--- src/sv/lhs_ram.sv ---
`timescale 1ns / 1ps

module lhs_ram #(
    parameter int WIDTH = 8,
    parameter int DEPTH = 256
) (
    input  logic                     aclk,
    input  logic                     we,
    input  logic [$clog2(DEPTH)-1:0] waddr,
    input  logic [WIDTH-1:0]         wdata,
    input  logic [$clog2(DEPTH)-1:0] raddr,
    output logic [WIDTH-1:0]         rdata
);

    logic [WIDTH-1:0] mem [DEPTH];

    always_ff @(posedge aclk) begin
        if (we) begin
            mem[waddr] <= wdata;
        end
        rdata <= mem[raddr];
    end

endmodule

--- config.mk ---
export PLATFORM = sky130hd
export DESIGN_NAME = lhs_ram
export DESIGN_NICKNAME = d
export VERILOG_FILES = /design/src/sv/lhs_ram.sv
export SDC_FILE = /design/constraint.sdc
export NUM_CORES = 2
export LEC_CHECK = 0
export ABC_AREA = 1
export ABC_CLOCK_PERIOD_IN_PS = 2600
export BUFFER_PORTS_ARGS = -buffer_cell sky130_fd_sc_hd__buf_4
export CAP_MARGIN = 20
export CORE_ASPECT_RATIO = 0.7
export CORE_MARGIN = 5
export CORE_UTILIZATION = 28
export CTS_BUF_LIST = sky130_fd_sc_hd__clkbuf_2 sky130_fd_sc_hd__clkbuf_4 sky130_fd_sc_hd__clkbuf_8
export CTS_CLUSTER_DIAMETER = 80
export DETAILED_ROUTE_END_ITERATION = 7
export SLEW_MARGIN = 20
export SYNTH_ARGS = -nofsm -noshare
export SYNTH_HDL_FRONTEND = slang
export SYNTH_SLANG_ARGS = --single-unit
export TNS_END_PERCENT = 50
--- constraint.sdc ---
create_clock -name aclk -period 2.6 [get_ports aclk]
set_clock_uncertainty 0.2 [all_clocks]
set_input_delay 0.26 -clock aclk [delete_from_list [all_inputs] [get_ports aclk]]
set_output_delay 0.26 -clock aclk [all_outputs]
set_load 0.01 [all_outputs]
# Yosys cells after proc, flatten, opt, wreduce, memory -nomap -nowiden
# Memories as Yosys holds them, arrays and structs flattened. A register that Yosys moved wholly into a read port is not among the register bits.
# Index checks and enable logic that the tools add are counted.
# totals
regBits	0
ram_bits	2048
in_bits	26
output_inout_bits	8
wordCells	3
mem_count	1
# memory_table
memory	words	word_bits	rd	rd_ports_with_merged_regs	write_ports	line_no	rtl
mem	256	8	1	1	1	15	logic [WIDTH-1:0] mem [DEPTH];
# classes
mux	2
# ops
cell	count
$mux 1	2

# Longest topological paths before layout
# logic_depth
word_depth	2
mapped_depth	15
ltp_nobuf	11

# Least setup slack after synthesis
# Ideal clock, no wire load.
# synth_path
path_kind	input -> register
start	input port we
end	memory mem[162][0], enable pin
setup_ns	0.370
t_arrival_ns	1.381
t_required_ns	2.030
setup_slack_ns	0.649
stages	4
path_buffers	2
cell_sequence	clkbuf_1 nand3_1 clkbuf_1 nor2_1
# synth_via
elab_chain_cells	2
# synth_rtl
item	line_no	rtl
start, declared	8	input logic we,
$mux 1	18	if (we) begin
$mux 1 (implied by the code)	19	mem[waddr] <= wdata;
end, declared	15	
# No other way between the ends.

==> impl_metrics.yaml <==
outcome:
  outcome: "finished clean"
sta:
  fin_tns_setup_ps: 0
  tightest_slew_ps: 832
  hold_ws_ps: 97.6
  period_share_pct: 96.4
  fin_ws_ps: 94.1
  setup_viol: 0
  fmax_mhz: 399
  max_slew_margin_pct: 44.5
  hold_viol: 0
  rsz0062_at_grt: "no"
  slew_violations: 0
  fin_crit_ps: 2510
worst_setup_path:
  cp-start-kind: "flip-flop"
  cp_num_cells: 11
  cpMostUsedCell: "nand3_1"
  timing.rr.start: "mem[189][2]"
  max_stage_delay_ps: 560
  cp-end-kind: "flip-flop"
  worst-path-buf-inv: 1
  r2r_slack_ps: 90
  crit_chain: "nand2_1 > nand3_1 > nand3_1 > nand3_1 > nand3_2 > nand3_1 > nand3_1 > nand2_1 > dlygate4sd3_1 > nand2_1 > nand2_1"
  regToRegEndpoint: "rdata[2]"
  cp.arrival_ps: 3100
  critical_path.max_fanout: 1
  cp.required_ps: 3190
  setup.worst_path.class: "reg -> reg"
  r2r_cells: 11
  critPathSlowestCell: "dlygate4sd3_1"
  crit_family: "simple AND/OR/NAND/NOR gates"
clock_tree:
  numCtsBuffers: 298
  cts.path.max_buffers: 4
  clk_pin_slew_ps: 70
  clock_latency_ps: 940
  cts_root_buf: "clkbuf_8"
  post_cts_buffers: 0
  h-tree-depth: 5
  cts_tree: "done"
  clock-sinks: 2056
synthesis:
  ys_ff_latch: 2056
  synth.top_cells.by_count: "nand2_1 (2123), edfxtp_1 (2048), nand3_1 (2019), nor2_1 (283), buf_2 (268)"
  synth-edff-count: 2048
  synth.lib_cells_used.distinct: 14
  syn_inst: 7003
  synthArstFlopShare_pct: 0
  synthFlopType: "edfxtp_1"
  ys_warn_count: 0
  synth_top_area_share_pct: 73.7
  synth.most_common_cell: "nand2_1"
  syn_avg_cell_area_sq_um: 11.9
  seq_area_frac_synth_pct: 73.9
  yosys-top-cells-area: "edfxtp_1 (74%), nand3_1 (12%), nand2_1 (9.6%)"
  synth_area_leader_cell: "edfxtp_1"
  syn-num-nets: 7029
  netlist_area_sq_um: 83400
drt:
  drt-initial-drc-count: 7538
  wire_per_inst_um: 21.7
  drc: 0
  totalWireLength_um: 252000
  ant_nets: 0
  firstDrtPassIters: 6
  vias: 57564
  via_per_inst: 4.95
placed_design:
  hpwl_um: 156000
  dp_slack_ps: -322
  port_buffers: 33
  gp_congestion: 0.874
global_route:
  grt_pass1_vias: 54722
  antenna_found_initial: 12
  overflow: 0
  grt_start_max_net_pins: 97
  grt_first_pass_wirelength_um: 369000
  track_usage_pct: 15.8
hold_path:
  min_from: "raddr[3]"
  hold_path_end: "rdata[6]"
  min_path_type: "in -> reg"
  min_path_cells: 9
cells_and_area:
  syn2layout_area_growth_pct: 17.4
  drive_above_1_share_pct: 13.7
  fill_cells: 29145
  nets: 7469
floorplan:
  coreArea_sq_um: 296000
  die_h_um: 467
  ioPinCount: 34
  die_w_um: 662
  die_area_sq_um: 309000
  initial_core_util_pct: 28.2
  row_count: 167
flow_run:
  drv_cap: 0
power:
  ir_worst_vdd_v: 0.000391
  power_leakage_nw: 34.3
  power_density_nw_per_um2: 680
==> how the worst max path moves through the flow <==
stage                startpoint          end  slack, ps
finish              mem[189][2]     rdata[2]         90
global route        mem[249][2]     rdata[2]          4
CTS                 mem[189][2]     rdata[2]         50
detailed placement     raddr[0]     rdata[5]       -320
global placement       raddr[0]     rdata[5]       -330
floorplan                    we  mem[162][0]        650
==> area by class of cell <==
cell class | count | area (sq um) | area share, %
Inverter | 39 | 180 | 0.184
Antenna cell | 2 | 5.00 | 0.00511
Sequential cell | 2056 | 61700 | 63.0
Clock inverter | 112 | 663 | 0.677
Clock buffer | 393 | 4880 | 4.99
Timing Repair Buffer | 623 | 6420 | 6.56
Multi-Input combinational cell | 4425 | 19100 | 19.6
Tap cell | 3971 | 4970 | 5.07
==> sequential cells by signal (all words and copies together), names as in the netlist <==
| name | count |
|---|---|
| rdata | 8 |
| mem | 2048 |
==> where the power goes <==
| group | internal (W) | switching, W |
|---|---|---|
| sequential | 0.0365 | 0.0000680 |
| combinational | 0.00136 | 0.00343 |
| clock | 0.0127 | 0.0125 |
==> cell families after synthesis <==
logic type             count (synthesis)  share of synthesized area (%)
and+or+nand+nor                     4425                           22.9
DFF                                 2056                           73.9
buffers and inverters                522                           3.12
==> metrics by stage <==
step                      cell area, sq um  instances  utilization [%]  power, W
after floorplan                      83400       7003                -    0.0395
after global placement               92100      11089             31.1    0.0420
after detailed placement             92100      11089             31.1    0.0420
after CTS                            97900      11619             33.1    0.0670
after global routing                 97900      11619             33.1    0.0690
final                                97900      11621             33.1    0.0666
==> layout by cell type, fill, tap and decap left out, drive strengths merged <==
| master | netlist | final |
|---|---|---|
| bufinv | 0 | 5 |
| clkinvlp | 0 | 6 |
| clkbuf | 112 | 393 |
| nand2 | 2123 | 2123 |
| buf | 371 | 598 |
| clkinv | 0 | 96 |
| nor2 | 283 | 283 |
| dfxtp | 8 | 8 |
| inv | 39 | 44 |
| dlygate4sd3 | 0 | 25 |
| nand3 | 2019 | 2019 |
| edfxtp | 2048 | 2048 |
| diode | 0 | 2 |
==> layer usage <==
metal	wire length, um	GRT usage [%]
met1	111000	24.0
met2	104000	21.9
met3	30400	4.25
met4	6780	4.30
met5	41	0
==> worst min-delay path: stages <==
cell	delay, ps
buf_4	150
buf_12	180
nand3_1	160
nand3_1	80
nand3_1	90
nand3_1	60
nand2_1	50
nand2_1	40
nand2_1	40
==> timing repair <==
action                                 4_1_cts  5_1_grt
endpoints found under the hold margin     2113        0
gates resized for setup                      0        2
hold buffers                                25        0
setup endpoints to repair                    0        2
(Power assumes the default switching activity.)
