## src/sv/lhs_pkg.sv

```systemverilog
`timescale 1ns / 1ps

package lhs_pkg;

    localparam int MAX_POINTS    = 1024;
    localparam int FRACTION_BITS = 16;

    localparam int PERM_W      = $clog2(MAX_POINTS);
    localparam int CNT_W       = PERM_W + 1;
    localparam int DIM_W       = 8;
    localparam int SLOT_W      = 2;
    localparam int ROW_ENTRIES = 1 << SLOT_W;
    localparam int ROW_COUNT   = MAX_POINTS / ROW_ENTRIES;
    localparam int ROW_AW      = PERM_W - SLOT_W;
    localparam int ENTRY_W     = PERM_W + 1;
    localparam int ROW_W       = ROW_ENTRIES * ENTRY_W;
    localparam int PROD_W      = FRACTION_BITS + CNT_W;

    localparam int DIV_STEPS = FRACTION_BITS / 2;
    localparam int DIV_CNT_W = $clog2(DIV_STEPS);

    localparam int CFG_IDX_W  = 8;
    localparam int CFG_DATA_W = 11;
    localparam int OUT_BITS   = DIM_W + PERM_W + FRACTION_BITS;
    localparam int TDATA_W    = ((OUT_BITS + 7) / 8) * 8;

    localparam logic [CFG_IDX_W-1:0] REG_DIM_COUNT   = CFG_IDX_W'(0);
    localparam logic [CFG_IDX_W-1:0] REG_POINT_COUNT = CFG_IDX_W'(1);

    typedef struct packed {
        logic                     start;
        logic [PERM_W-1:0]        stratum;
        logic [FRACTION_BITS-1:0] draw;
        logic [CNT_W-1:0]         divisor;
    } lhs_div_req_t;

    // entry reads as its own index until marked
    function automatic logic [PERM_W-1:0] entry_get(input logic [ROW_W-1:0] row,
                                                     input logic [PERM_W-1:0] addr);
        logic [ENTRY_W-1:0] e;
        e = row[addr[SLOT_W-1:0]*ENTRY_W +: ENTRY_W];
        return e[PERM_W] ? e[PERM_W-1:0] : addr;
    endfunction

    function automatic logic [ROW_W-1:0] entry_put(input logic [ROW_W-1:0] row,
                                                    input logic [PERM_W-1:0] addr,
                                                    input logic [PERM_W-1:0] val);
        logic [ROW_W-1:0] r;
        r = row;
        r[addr[SLOT_W-1:0]*ENTRY_W +: ENTRY_W] = {1'b1, val};
        return r;
    endfunction

endpackage

```

## src/sv/lhs_div.sv

```systemverilog
`timescale 1ns / 1ps

module lhs_div (
    input  logic                                aclk,
    input  logic                                aresetn,
    input  lhs_pkg::lhs_div_req_t               req,
    output logic                                done,
    output logic [lhs_pkg::FRACTION_BITS-1:0]   quotient
);
    import lhs_pkg::*;

    logic                     busy_reg, busy_next;
    logic                     done_reg, done_next;
    logic [DIV_CNT_W-1:0]     cnt_reg, cnt_next;
    logic [CNT_W-1:0]         rem_reg, rem_next;
    logic [CNT_W-1:0]         div_reg, div_next;
    logic [FRACTION_BITS-1:0] frac_reg, frac_next;
    logic [FRACTION_BITS-1:0] quo_reg, quo_next;

    logic [CNT_W:0]   r1, r2;
    logic [CNT_W-1:0] s1;
    logic             q1, q2;

    always_comb begin
        r1 = {rem_reg, frac_reg[FRACTION_BITS-1]};
        q1 = (r1 >= {1'b0, div_reg});
        if (q1) begin
            r1 = r1 - {1'b0, div_reg};
        end
        s1 = r1[CNT_W-1:0];
        r2 = {s1, frac_reg[FRACTION_BITS-2]};
        q2 = (r2 >= {1'b0, div_reg});
        if (q2) begin
            r2 = r2 - {1'b0, div_reg};
        end
    end

    always_comb begin
        busy_next = busy_reg;
        done_next = 1'b0;
        cnt_next  = cnt_reg;
        rem_next  = rem_reg;
        div_next  = div_reg;
        frac_next = frac_reg;
        quo_next  = quo_reg;
        if (req.start) begin
            busy_next = 1'b1;
            cnt_next  = '0;
            rem_next  = {1'b0, req.stratum};
            div_next  = req.divisor;
            frac_next = req.draw;
            quo_next  = '0;
        end else if (busy_reg) begin
            rem_next  = r2[CNT_W-1:0];
            frac_next = {frac_reg[FRACTION_BITS-3:0], 2'b00};
            quo_next  = {quo_reg[FRACTION_BITS-3:0], q1, q2};
            cnt_next  = cnt_reg + DIV_CNT_W'(1);
            if (cnt_reg == DIV_CNT_W'(DIV_STEPS - 1)) begin
                busy_next = 1'b0;
                done_next = 1'b1;
            end
        end
    end

    always_ff @(posedge aclk) begin
        if (!aresetn) begin
            busy_reg <= 1'b0;
            done_reg <= 1'b0;
            cnt_reg  <= '0;
        end else begin
            busy_reg <= busy_next;
            done_reg <= done_next;
            cnt_reg  <= cnt_next;
        end
        rem_reg  <= rem_next;
        div_reg  <= div_next;
        frac_reg <= frac_next;
        quo_reg  <= quo_next;
    end

    assign done     = done_reg;
    assign quotient = quo_reg;

endmodule

```

## config.mk

```make
export PLATFORM = sky130hd
export DESIGN_NAME = lhs_div
export DESIGN_NICKNAME = d
export VERILOG_FILES = /design/src/sv/lhs_pkg.sv /design/src/sv/lhs_div.sv
export SDC_FILE = /design/constraint.sdc
export NUM_CORES = 1
export LEC_CHECK = 0
export ABC_AREA = 1
export BUFFER_PORTS_ARGS = -buffer_cell sky130_fd_sc_hd__clkbuf_2
export CORE_MARGIN = 1.5
export CORE_UTILIZATION = 30
export CTS_BUF_LIST = sky130_fd_sc_hd__clkbuf_2 sky130_fd_sc_hd__clkbuf_4 sky130_fd_sc_hd__clkbuf_8
export DETAILED_ROUTE_END_ITERATION = 10
export GPL_TIMING_DRIVEN = 0
export PLACE_DENSITY = 0.52
export SYNTH_ARGS = -nofsm -noshare
export SYNTH_HDL_FRONTEND = slang
export SYNTH_SLANG_ARGS = --single-unit
```

## constraint.sdc

```tcl
create_clock -name aclk -period 7.28 [get_ports aclk]
set_clock_uncertainty 0.15 [all_clocks]
set_input_delay 0.364 -clock aclk [delete_from_list [all_inputs] [get_ports aclk]]
set_output_delay 0.364 -clock aclk [all_outputs]
set_load 0.02 [all_outputs]
```

# Yosys cells after proc, flatten, opt, wreduce, memory -nomap -nowiden
# Cells that the tools add are included.
op_classes:
  muxes: 10
  bitwise: 2
  eq_ne: 1
  n_reduce_logical: 3
  n_addsub: 3
  magnitude_cmp: 2
op_table:
  columns: ["cell", "count"]
  rows:
  - ["2-to-1 mux 16 bit", 2]
  - [">= comparator 12 x 11 -> 1 bit", 2]
  - ["2-to-1 mux 11 bit", 2]
  - ["subtractor 11 bit", 2]
  - ["2-to-1 mux 10 bit", 2]
  - ["2-to-1 mux 1 bit", 4]
  - ["adder 3 x 1 -> 3 bit (second input constant)", 1]
  - ["== test 3 bit (second input constant)", 1]
  - ["OR reduction 3 bit", 1]
  - ["inverter 1 bit", 2]
  - ["nonzero test 2 bit", 1]
  - ["OR reduction 2 bit", 1]
word_totals:
  inputBits: 40
  elab_cells: 29
  out_inout_bits: 17
  regBits: 59

# Longest topological paths before layout
logic_depth:
  ltp_word: 6
  ltp_mapped: 26

# Least setup slack after synthesis
# OpenSTA, ideal clock, no wires.
synth_timing:
  path_kind: "register to register"
  start: "register div_reg[0]"
  end: "register rem_reg[9] (data pin)"
  path_stages_with_launch: 23
  setup_time_ns: 0.254
  arrival_time_ns: 3.127
  t_required_ns: 6.876
  setup_slack_ns: 3.749
  path_buffers: 2
  period_less_slack_ns: 3.531
  path_cell_list: "edfxtp_1 ha_1 fa_1 inv_1 nand3_1 nand3_1 nand3_1 nand4_2 buf_2 nand2_1 o21ai_0 inv_1 ha_1 nand2_1 nor2_1 nand3b_1 nand3_1 nand2_1 nand3_2 buf_2 o21bai_1 nand3_1 nand2_1"
synth_between:
  elab_chain_len: 6
  word_cells_on_any_way: 8
  cone_classes: "add/sub (2); order compare (2); mux (4)"
synth_lines:
  columns: ["item", "line_no", "source"]
  rows:
  - ["start, declared", "lhs_div.sv:16", "logic [CNT_W-1:0] div_reg, div_next;"]
  - ["start signal, assigned", "lhs_div.sv:76", "div_reg <= div_next;"]
  - ["subtractor 11 bit / >= comparator 12 x 11 -> 1 bit (equally long branches)", "lhs_div.sv:28, lhs_div.sv:26", null]
  - ["2-to-1 mux 11 bit", "lhs_div.sv:27", "if (q1) begin"]
  - ["subtractor 11 bit / >= comparator 12 x 11 -> 1 bit (equally long branches)", "lhs_div.sv:34, lhs_div.sv:32", null]
  - ["2-to-1 mux 11 bit *", "lhs_div.sv:33", "if (q2) begin"]
  - ["2-to-1 mux 10 bit *", "lhs_div.sv:53", "end else if (busy_reg) begin"]
  - ["2-to-1 mux 10 bit *", "lhs_div.sv:46", "if (req.start) begin"]
  - ["named net rem_next[9]", "lhs_div.sv:15", "logic [CNT_W-1:0] rem_reg, rem_next;"]
  - ["end signal, assigned", "lhs_div.sv:75", "rem_reg <= rem_next;"]
  - ["end, declared", "lhs_div.sv:15", null]
# The timed path passes the listed nets; every way through them passes the cells marked *. The select of a mux whose other input is x is not followed.
# A chain may end at the register's enable or synchronous reset.

# Worst setup path after layout
layout_timing:
  start: "register div_reg[0]"
  end: "register rem_reg[6] (data pin)"
# The elaborated chain is that of the path after synthesis.

==> run_results.csv <==
group,metric,value,unit
sta,worstMarginPinSlew,0.789,ns
routing,detail-route-antenna-nets,0,
sta,rsz0062_at_grt,"false",
sta,fin_setup_tns,0,ns
clock_network,cts_hold_buf,0,
pwr,p_sw_frac,0.474,
critical_path,arrival,4.19,ns
sta,slew_headroom,0.474,
critical_path,reg2reg_slack,3.05,ns
logic_synthesis,ys_seq_area_frac,0.428,
floorplanning,placement_rows,39,
critical_path,cp-start-kind,"flip-flop",
grt,gr-total-overflow,0,
pwr,ir_drop,0.139,mV
grt,grt_usage,0.149,
pwr,p_switching,0.000971,W
critical_path,path_class,"reg2reg",
logic_synthesis,ys_ff_latch,59,
sta,hold_ws,0.0343,ns
layout,seq_area,1550,sq um
pwr,internal-power,0.00108,W
layout,fin_cells,676,
critical_path,r2r_start,"div_reg[0]$_DFFE_PP_",
routing,wire_per_inst,13.6,um
logic_synthesis,synth.cell_area,3620,sq um
floorplanning,dieWidth,113,um
layout,fillCellCount,1256,
routing,dr.first_iter.drc_count,111,
logic_synthesis,synthesis.nets,527,
grt,grt_pass1_wl,14900,um
grt,antenna_found_initial,0,
clock_network,root_buffer,"clkbuf_8",
layout,drive_gt1_frac,0.165,
floorplanning,io_pins,57,
layout,area_growth,18.3,%
job,cap_violations,0,
placed_design,io_buffers,56,
sta,setup_viol,0,
layout,mostFrequentLayoutCells,"nand2_1, inv_1, clkbuf_2",
pwr,p_comb_frac,0.622,
sta,period_share,0.581,
sta,hold_viol,0,
clock_network,cts_tree,"built",
routing,via_per_inst,4.66,
pwr,clockPowerShare,0.156,
layout,antenna_cells,0,
layout,layout.nets,594,
clock_network,clockBufferDepth,2,
status,status,"completed",
pwr,fin_total_pwr,0.00205,W
sta,maxSlewViolCount,0,
clock_network,h-tree-depth,3,
placed_design,dp_hpwl,7150,um
layout,fin_util,0.369,
logic_synthesis,syn_avg_cell_area,7.86,sq um
critical_path,worstPathMaxFanout,10,
routing,drc,0,
routing,wirelength,9200,um
floorplanning,core,11600,sq um
floorplanning,dieArea,12700,sq um
critical_path,crit_start,"div_reg[0]$_DFFE_PP_",
placed_design,dp_cells,660,
logic_synthesis,synth.area.top_cells,"edfxtp_1, nand2_1, dfxtp_1",
grt,grt_pass1_vias,3108,
logic_synthesis,yosys_warnings,0,
layout,final_common_cell,"nand2_1",
pwr,leakage,2.08,nW
clock_network,clkTransAtPathRegs,0.08,ns
sta,min_period,4.23,ns
routing,route.vias.total,3152,
clock_network,postCtsResizedCells,0,
critical_path,crit_path_end_kind,"flip-flop",
layout,multi_input_area,1750,sq um
floorplanning,initial_utilization,0.312,
critical_path,required,7.24,ns
critical_path,critPathCapture,"rem_reg[6]$_DFFE_PP_",
routing,drtPass1Iterations,5,
clock_network,cts_setup_buffers,0,
floorplanning,die_h,113,um
critical_path,timing.rr.end,"rem_reg[6]$_DFFE_PP_",
clock_network,cts_sinks,59,
logic_synthesis,syn_inst,461,
critical_path,ff2ff_path_depth,22,
grt,grt_max_degree,36,
pwr,power_density,478,nW/um^2
logic_synthesis,yosysTopAreaCellShare,0.307,
logic_synthesis,ys_types,33,
clock_network,clk_latency,0.35,ns
pwr,pwr-share-seq,0.222,
hold_path,worstHoldPathType,"in2reg",
clock_network,cts_buffers,9,
sta,timing.fmax,0.236,GHz
placed_design,place.gp.congestion,0.891,
logic_synthesis,synth_top_area_cell,"edfxtp_1",
[kinds of logic (layout without fill, tap and decap cells)]
group           after synthesis  after routing  share of synthesized area
compound gates               61             61                     0.0950
buf+inv                      81            153                     0.0891
flops                        59             59                      0.428
simple gates                219            219                      0.258
fa+ha+maj                    26             26                     0.0939
xor+xnor                     15             15                     0.0363
[metal layers]
layer	track usage	vias to the layer above	wire (um)
met1	0.198	1417	4400
met3	0.0386	18	420
li1	-	1641	-
met5	0	-	0
met2	0.236	76	4180
met4	0.0542	0	195
[worst max-delay path, stage by stage, from the launching register on]
cell	delay (ns)
edfxtp_1	0.41
ha_1	0.30
fa_1	0.44
inv_1	0.13
nand3_1	0.08
nand3_1	0.15
nand3_1	0.13
nand4_2	0.12
buf_2	0.24
nand2_1	0.06
o21ai_0	0.12
inv_1	0.08
ha_1	0.39
nand2_1	0.12
nor2_1	0.11
nand3b_1	0.08
nand3_1	0.13
nand2_1	0.10
nand3_2	0.11
buf_2	0.25
o21ai_1	0.09
nand3_1	0.11
nand2_1	0.06
[synth_stat cells, drive strengths merged]
library cell and count:
clkbuf 5, edfxtp 37, buf 7, xnor2 5
clkinv 1, o21ai 22, nand3 28, nand2 153
nand4 7, xor2 10, inv 68, o22ai 14
fa 2, nand3b 3, a21oi 16, a21o 2
o21bai 5, dfxtp 22, ha 24, nor3 1
a21boi 1, or2 2, a31oi 1, nor2 25
[area by class of cell]
cell class | instances | area share
multi-input combinational | 321 | 0.408
sequential | 59 | 0.362
timing repair buffer | 56 | 0.0654
inverter | 69 | 0.0604
tap | 143 | 0.0417
clock buffer | 11 | 0.0339
buffer | 12 | 0.0152
clock inverter | 5 | 0.0134
[power by group through the flow]
stage / Combinational, W / Sequential (W) / Clock [W]
2_1_floorplan: 0.000984 / 0.000458 / 0
3_3_place_gp: 0.00126 / 0.000463 / 0
3_5_place_dp: 0.00127 / 0.000463 / 0
4_1_cts: 0.00127 / 0.000456 / 0.000325
5_1_grt: 0.00144 / 0.000461 / 0.000340
6_report: 0.00127 / 0.000455 / 0.000319
[worst min-delay path by stage]
stage                              startpoint                        end  slack, ns  cells past startpoint
finish                                 req[7]       div_reg[7]$_DFFE_PP_       0.03                      1
global route                           req[7]       div_reg[7]$_DFFE_PP_       0.01                      1
CTS                                    req[7]       div_reg[7]$_DFFE_PP_       0.02                      1
detailed placement  quotient[15]$_SDFFE_PP0P_  quotient[15]$_SDFFE_PP0P_       0.31                      2
global placement    quotient[15]$_SDFFE_PP0P_  quotient[15]$_SDFFE_PP0P_       0.29                      2
floorplan             cnt_reg[1]$_SDFFE_PP0P_    cnt_reg[1]$_SDFFE_PP0P_       0.29                      2
[per-stage QoR]
| stage | setup slack (ns) | area, sq um |
|---|---|---|
| floorplan | 3.75 | 3620 |
| global placement | 3.07 | 4080 |
| detailed placement | 3.04 | 4080 |
| CTS | 3.04 | 4290 |
| global route | 2.68 | 4290 |
| finish | 3.05 | 4290 |
No activity file was read; power rests on OpenSTA's default activity.
